File: config.mk
export PLATFORM = sky130hd
export DESIGN_NAME = grd_ctrl
export DESIGN_NICKNAME = d
export VERILOG_FILES = /design/src/grd_pkg.sv /design/src/grd_ctrl.sv
export SDC_FILE = /design/constraint.sdc
export NUM_CORES = 1
export LEC_CHECK = 0
export ABC_AREA = 1
export BUFFER_PORTS_ARGS = -buffer_cell sky130_fd_sc_hd__buf_4
export CAP_MARGIN = 25
export CORE_AREA = 2 2 39 41
export DETAILED_ROUTE_END_ITERATION = 16
export DIE_AREA = 0 0 41 43
export GPL_ROUTABILITY_DRIVEN = 0
export PLACE_DENSITY = 0.7
export SYNTH_ARGS = -nofsm -noshare
export SYNTH_HDL_FRONTEND = slang
export SYNTH_SLANG_ARGS = --single-unit
File: constraint.sdc
create_clock -name clk -period 1.45 [get_ports clk]
set_clock_uncertainty 0.15 [all_clocks]
set_input_delay 0.29 -clock clk [delete_from_list [all_inputs] [get_ports clk]]
set_output_delay 0.29 -clock clk [all_outputs]
set_load 0.005 [all_outputs]
File: src/grd_pkg.sv
// Shared types and constants for the gauge record demultiplexer.
package grd_pkg;

    localparam int WORD_W    = 32;
    localparam int IDX_W     = 8;
    localparam int POS_W     = 16;
    localparam int COUNT_W   = 9;
    localparam int CFG_W     = 16;
    localparam int CFG_IDX_W = 2;
    localparam int KIND_W    = 2;
    localparam int CLASS_W   = 2;
    localparam int STEPN_W   = 16;

    localparam logic [KIND_W-1:0] KIND_LOAD = 2'd0;
    localparam logic [KIND_W-1:0] KIND_DATA = 2'd1;
    localparam logic [KIND_W-1:0] KIND_NEW  = 2'd2;

    localparam logic [CFG_IDX_W-1:0] CFG_SELECTED = 2'd0;
    localparam logic [CFG_IDX_W-1:0] CFG_COUNT    = 2'd1;
    localparam logic [CFG_IDX_W-1:0] CFG_TOTAL    = 2'd2;

    // 99.0 in single precision
    localparam logic [WORD_W-1:0] NO_DATA_BITS = 32'h42C6_0000;

    typedef enum logic [2:0] {
        ST_IDLE,
        ST_TSEL,
        ST_LAUNCH,
        ST_PROBE,
        ST_OEMIT
    } state_t;

    typedef enum logic [1:0] {
        SP_TIME,
        SP_OWNER,
        SP_NEXT
    } scan_purpose_t;

    typedef enum logic [1:0] {
        CLS_REC    = 2'd0,
        CLS_ZERO   = 2'd1,
        CLS_NODATA = 2'd2
    } sample_class_t;

    typedef struct packed {
        logic             never;
        logic [POS_W-1:0] last;
        logic [POS_W-1:0] first;
    } win_entry_t;

    typedef struct packed {
        logic          accept;
        logic          tbl_wr;
        logic          blk_clr;
        logic          step_adv;
        logic          scan_launch;
        logic          scan_next;
        logic          set_found;
        logic          set_none;
        logic          emit;
        scan_purpose_t purpose;
        sample_class_t cls;
    } cmd_t;

    typedef struct packed {
        logic time_due;
        logic launch_ok;
        logic hit;
        logic next_ok;
        logic out_free;
        logic sel_valid;
        logic sel_inside;
        logic sel_before;
        logic time_live;
        logic owner_emit;
    } status_t;

endpackage

File: src/grd_ctrl.sv
// Sequencer for the demultiplexer: accept, selected-station check, station scan.
module grd_ctrl (
    input  logic                      clk,
    input  logic                      rst_n,
    input  logic                      in_valid,
    output logic                      in_ready,
    input  logic [grd_pkg::KIND_W-1:0] kind,
    input  grd_pkg::status_t          st,
    output grd_pkg::cmd_t             cmd
);
    import grd_pkg::*;

    state_t        state_reg;
    state_t        state_next;
    scan_purpose_t purpose_reg;
    scan_purpose_t purpose_next;

    always_ff @(posedge clk or negedge rst_n)
    begin
        if (!rst_n)
        begin
            state_reg   <= ST_IDLE;
            purpose_reg <= SP_TIME;
        end
        else
        begin
            state_reg   <= state_next;
            purpose_reg <= purpose_next;
        end
    end

    always_comb
    begin
        state_next   = state_reg;
        purpose_next = purpose_reg;
        in_ready     = 1'b0;
        cmd          = '0;
        cmd.purpose  = purpose_reg;
        cmd.cls      = CLS_REC;

        case (state_reg)
            ST_IDLE:
            begin
                in_ready   = 1'b1;
                cmd.accept = in_valid;
                if (in_valid)
                begin
                    case (kind)
                        KIND_LOAD:
                        begin
                            cmd.tbl_wr = 1'b1;
                        end
                        KIND_NEW:
                        begin
                            cmd.blk_clr = 1'b1;
                        end
                        KIND_DATA:
                        begin
                            if (st.time_due)
                            begin
                                cmd.step_adv = 1'b1;
                                state_next   = ST_TSEL;
                            end
                            else
                            begin
                                purpose_next = SP_OWNER;
                                state_next   = ST_LAUNCH;
                            end
                        end
                        default:
                        begin
                            cmd.accept = 1'b1;
                        end
                    endcase
                end
            end

            ST_TSEL:
            begin
                // time record: the selected station's off-window sample
                if (!st.sel_valid || st.sel_before)
                begin
                    cmd.cls = CLS_ZERO;
                end
                else
                begin
                    cmd.cls = CLS_NODATA;
                end
                if (!st.time_live || (st.sel_valid && st.sel_inside))
                begin
                    purpose_next = SP_TIME;
                    state_next   = ST_LAUNCH;
                end
                else if (st.out_free)
                begin
                    cmd.emit     = 1'b1;
                    purpose_next = SP_TIME;
                    state_next   = ST_LAUNCH;
                end
            end

            ST_LAUNCH:
            begin
                cmd.scan_launch = 1'b1;
                if (st.launch_ok)
                begin
                    state_next = ST_PROBE;
                end
                else
                begin
                    cmd.set_none = 1'b1;
                    state_next   = ST_IDLE;
                end
            end

            ST_PROBE:
            begin
                if (st.hit)
                begin
                    if (purpose_reg == SP_OWNER)
                    begin
                        state_next = ST_OEMIT;
                    end
                    else
                    begin
                        cmd.set_found = 1'b1;
                        state_next    = ST_IDLE;
                    end
                end
                else if (st.next_ok)
                begin
                    cmd.scan_next = 1'b1;
                end
                else
                begin
                    cmd.set_none = 1'b1;
                    state_next   = ST_IDLE;
                end
            end

            ST_OEMIT:
            begin
                cmd.cls = CLS_REC;
                if (!st.owner_emit || st.out_free)
                begin
                    cmd.emit     = st.owner_emit;
                    purpose_next = SP_NEXT;
                    state_next   = ST_LAUNCH;
                end
            end

            default:
            begin
                state_next = ST_IDLE;
            end
        endcase
    end

endmodule

==> key figures <==
Timing
  • Worst Max-Slew Pin Slew: between 0.2 and 0.25 ns
  • Fmax: approximately 560 MHz
  • Setup violators final: 16
  • Final slew viol count: 0
  • Rel. slew slack: a little over four fifths
  • Part of the cycle the worst path needs: 122%
  • Final WS setup: -0.326 ns
  • Fin. Hold Viols: 0
  • Min Tclk post-route: 1.78 ns
  • RSZ-0062 raised after global routing: true

Worst setup path
  • R2R setup slack: -0.14 ns
  • Worst Path Required: about 1.0 ns
  • CP Class: flop to output port
  • Reg2reg end: state_reg[1]
  • R2R cell count: 9
  • R2r startpoint: state_reg[0]
  • Worst EP arrival: 1.34 ns
  • CP Capture Type: output port
  • Critical Path Start Type: flop
  • Worst-path fanout max: 4

Cells and area
  • Share of post-route cells with drive strength above 1: roughly two thirds
  • Largest register FFs: 3
  • ANT cells: 0
  • Final net count: between 100 and 150
  • Area Overhead vs Synth: 117%
  • Share of the core filled with cells: between 70% and 80%

Hold path
  • Hold Path Class: primary input to flop
  • Hold Path End: state_reg[2]
  • Worst Hold Path Cells: 3
  • Hold Startpoint: st[7]

Yosys
  • Main flop type after synthesis: dfrtp_1
  • YS warnings: 0
  • Post-synthesis sequential area ratio: about a quarter
  • Syn Area/Cell: approximately 6.5 µm²
  • Simple-gate share of the synthesized area: between 50% and 60%
  • Synth top area cells: dfrtp_1 (25%), nand2_1 (11%), nand3_1 (11%)
  • Largest family of logic cells by synthesized area: simple AND/OR/NAND/NOR gates
  • Cell Area, Synth: 495 µm²
  • Async S/R FF share, synth: 100%
  • Syn nets: slightly above 90
  • Number of flops mapped to enable cells by yosys: 0
  • Post-Synth XOR/XNOR Area: 0%
  • Mux share of post-synthesis cell area: 0%
  • Synth cell count leaders: nand2_1 (15), inv_1 (11), nand3_1 (11), nor2_1 (7), dfrtp_1 (5)
  • Post-synth top area cell: dfrtp_1
  • Yosys cell types: 19
  • Mapped Cells: 76
  • Adder-Cell Fraction of Synth Area: 0%
  • Synth top area share: between 20 and 30%
  • Post-synthesis register bit count: 5
  • Most common cell in the netlist: nand2_1
  • Share of the synthesized area in compound gates (AO/OA/AOI/OAI): about 7.6%

Route
  • Wirelength, routed: 1.85 mm
  • WL met2: 1.03 mm
  • Remaining DRCs: 0
  • Drt initial violations: 17
  • Metal-1 WL: between 600 and 700 µm
  • Routed wire per std cell: between 10 and 15 µm
  • Vias/cell: between 5 and 6
  • DRT antenna net count: 0
  • DR pass1 iterations: 4
  • Highest routed layer: met4
  • Met3 WL: between 100 and 150 µm
  • DR vias: ~750

Power and ir drop
  • Switching Fraction: about 43%
  • Internal: 0.893 mW
  • Sequential fraction of design power: 15.0%
  • Pleak: 0.548 nW
  • Total power per unit cell area: 1470 nW/µm²
  • Sw Pwr: between 0.6 and 0.7 mW
  • Combinational power share: 74.6%
  • Clock Power Share: a little over a tenth
  • Maximum vdd ir drop: 0.852 mV
  • Final Power: 1.57 mW

Global routing
  • Number of global-route vias before repair: between 700 and 800
  • First-pass GRT wire length: 2.75 mm
  • Total GRT Usage: 22.5%
  • Initial antenna violation count: 0
  • Largest net degree at the start of global routing: 7
  • GR Overflow Total: 0

Status
  • Outcome: complete, but fails checks
  • Failing checks: setup timing

CTS
  • TritonCTS clock tree: built
  • H-tree depth: 1
  • Clock-pin slew on the worst setup and hold paths: approximately 0.050 ns
  • Maximum root-to-sink buffer count: 2
  • CTS Sinks: 5
  • Root Buffer: clkbuf_4
  • Num CTS Buffers: 3
  • Clk Latency, worst-skew pair: roughly 0.25 ns

Flow run
  • Max cap viols: 0

Floorplan
  • Starting Density: between 30% and 40%
  • Die area: 1760 µm²
  • # rows: 14
  • Total core area: between 1000 and 1500 µm²
  • Die width: about 41 µm
  • I/O pin count: 29
  • Die height: roughly 43 µm

Placement
  • Post-place setup slack: -0.0762 ns
  • IO Port Bufs: 28
  • Post-DP HPWL: ~1.1 mm
## per-stage QoR
| stage | cell area, µm² | std cells | hold slack, ns | TNS (ns) |
|---|---|---|---|---|
| floorplan | 503 | 76 | -0.156 | 0 |
| global placement | 801 | 129 | -0.0548 | -0.0791 |
| detailed placement | 801 | 129 | -0.0547 | -0.159 |
| CTS | 958 | 138 | 0.181 | -2.65 |
| global route | 1070 | 146 | 0.224 | -4.26 |
| finish | 1070 | 146 | 0.214 | -3.31 |
## repair_timing
item,4_1_cts,5_1_grt
gates resized for setup,22,14
pin swaps,5,4
hold buffers,1,0
endpoints found under the hold margin,5,0
setup endpoints to repair,14,16
buffers inserted,4,8
## worst max-delay path, cell delays in order (launching register included)
cell,delay [ns]
dfrtp_2,0.44
nor2_4,0.20
nand2_2,0.09
o32ai_2,0.21
buf_4,0.15
## cell type report
type                       count  area (µm²)
inverter                      13        53.8
sequential                     5         128
fill                         101         309
tap                           16        20.0
multi-input combinational     57         428
clock buffer                   4        26.3
timing repair buffer          51         419
## power groups by stage
| stage | Sequential (mW) | Combinational (mW) | Clock [mW] |
|---|---|---|---|
| 6_report | 0.236 | 1.18 | 0.164 |
| 5_1_grt | 0.240 | 1.27 | 0.177 |
| 4_1_cts | 0.225 | 0.943 | 0.168 |
| 3_5_place_dp | 0.220 | 0.754 | 0 |
| 3_3_place_gp | 0.218 | 0.743 | 0 |
| 2_1_floorplan | 0.218 | 0.426 | 0 |
## how the worst max path moves through the flow
| stage | end | slack [ns] | from |
|---|---|---|---|
| 3_5_place_dp | cmd[4] | -0.08 | state_reg[0] |
| 5_1_grt | cmd[4] | -0.40 | state_reg[0] |
| 6_report | cmd[4] | -0.33 | state_reg[0] |
| 3_3_place_gp | cmd[4] | -0.04 | state_reg[0] |
| 2_1_floorplan | cmd[4] | 0.02 | state_reg[1] |
| 4_1_cts | cmd[7] | -0.30 | state_reg[1] |
## logic make-up after synthesis
logic type	count (synthesis)
simple gates	51
buf+inv	14
compound gates	6
flops	5
## per-layer routing
metal / vias to the layer above / GRT usage [%]
met3: 9 / 1.57
met1: 349 / 25.8
li1: 358 / -
met5: - / 0
met4: 0 / 11.3
met2: 38 / 38.8
## layout by cell type (no fill, tap or decap), types with 3 or more instances in the layout
cell type  Yosys  layout
nand3_1       11       8
inv_1         11       9
dfrtp_1        5       3
nor2_4         4       7
clkbuf_4       0       3
buf_4          1      41
nand3_2        1       3
o21ai_0        3       3
inv_2          2       3
nand2_2        2       3
buf_6          0       9
nor2_1         7       5
nand2_1       15      13
Note: power is estimated with default switching activity, not from simulation.
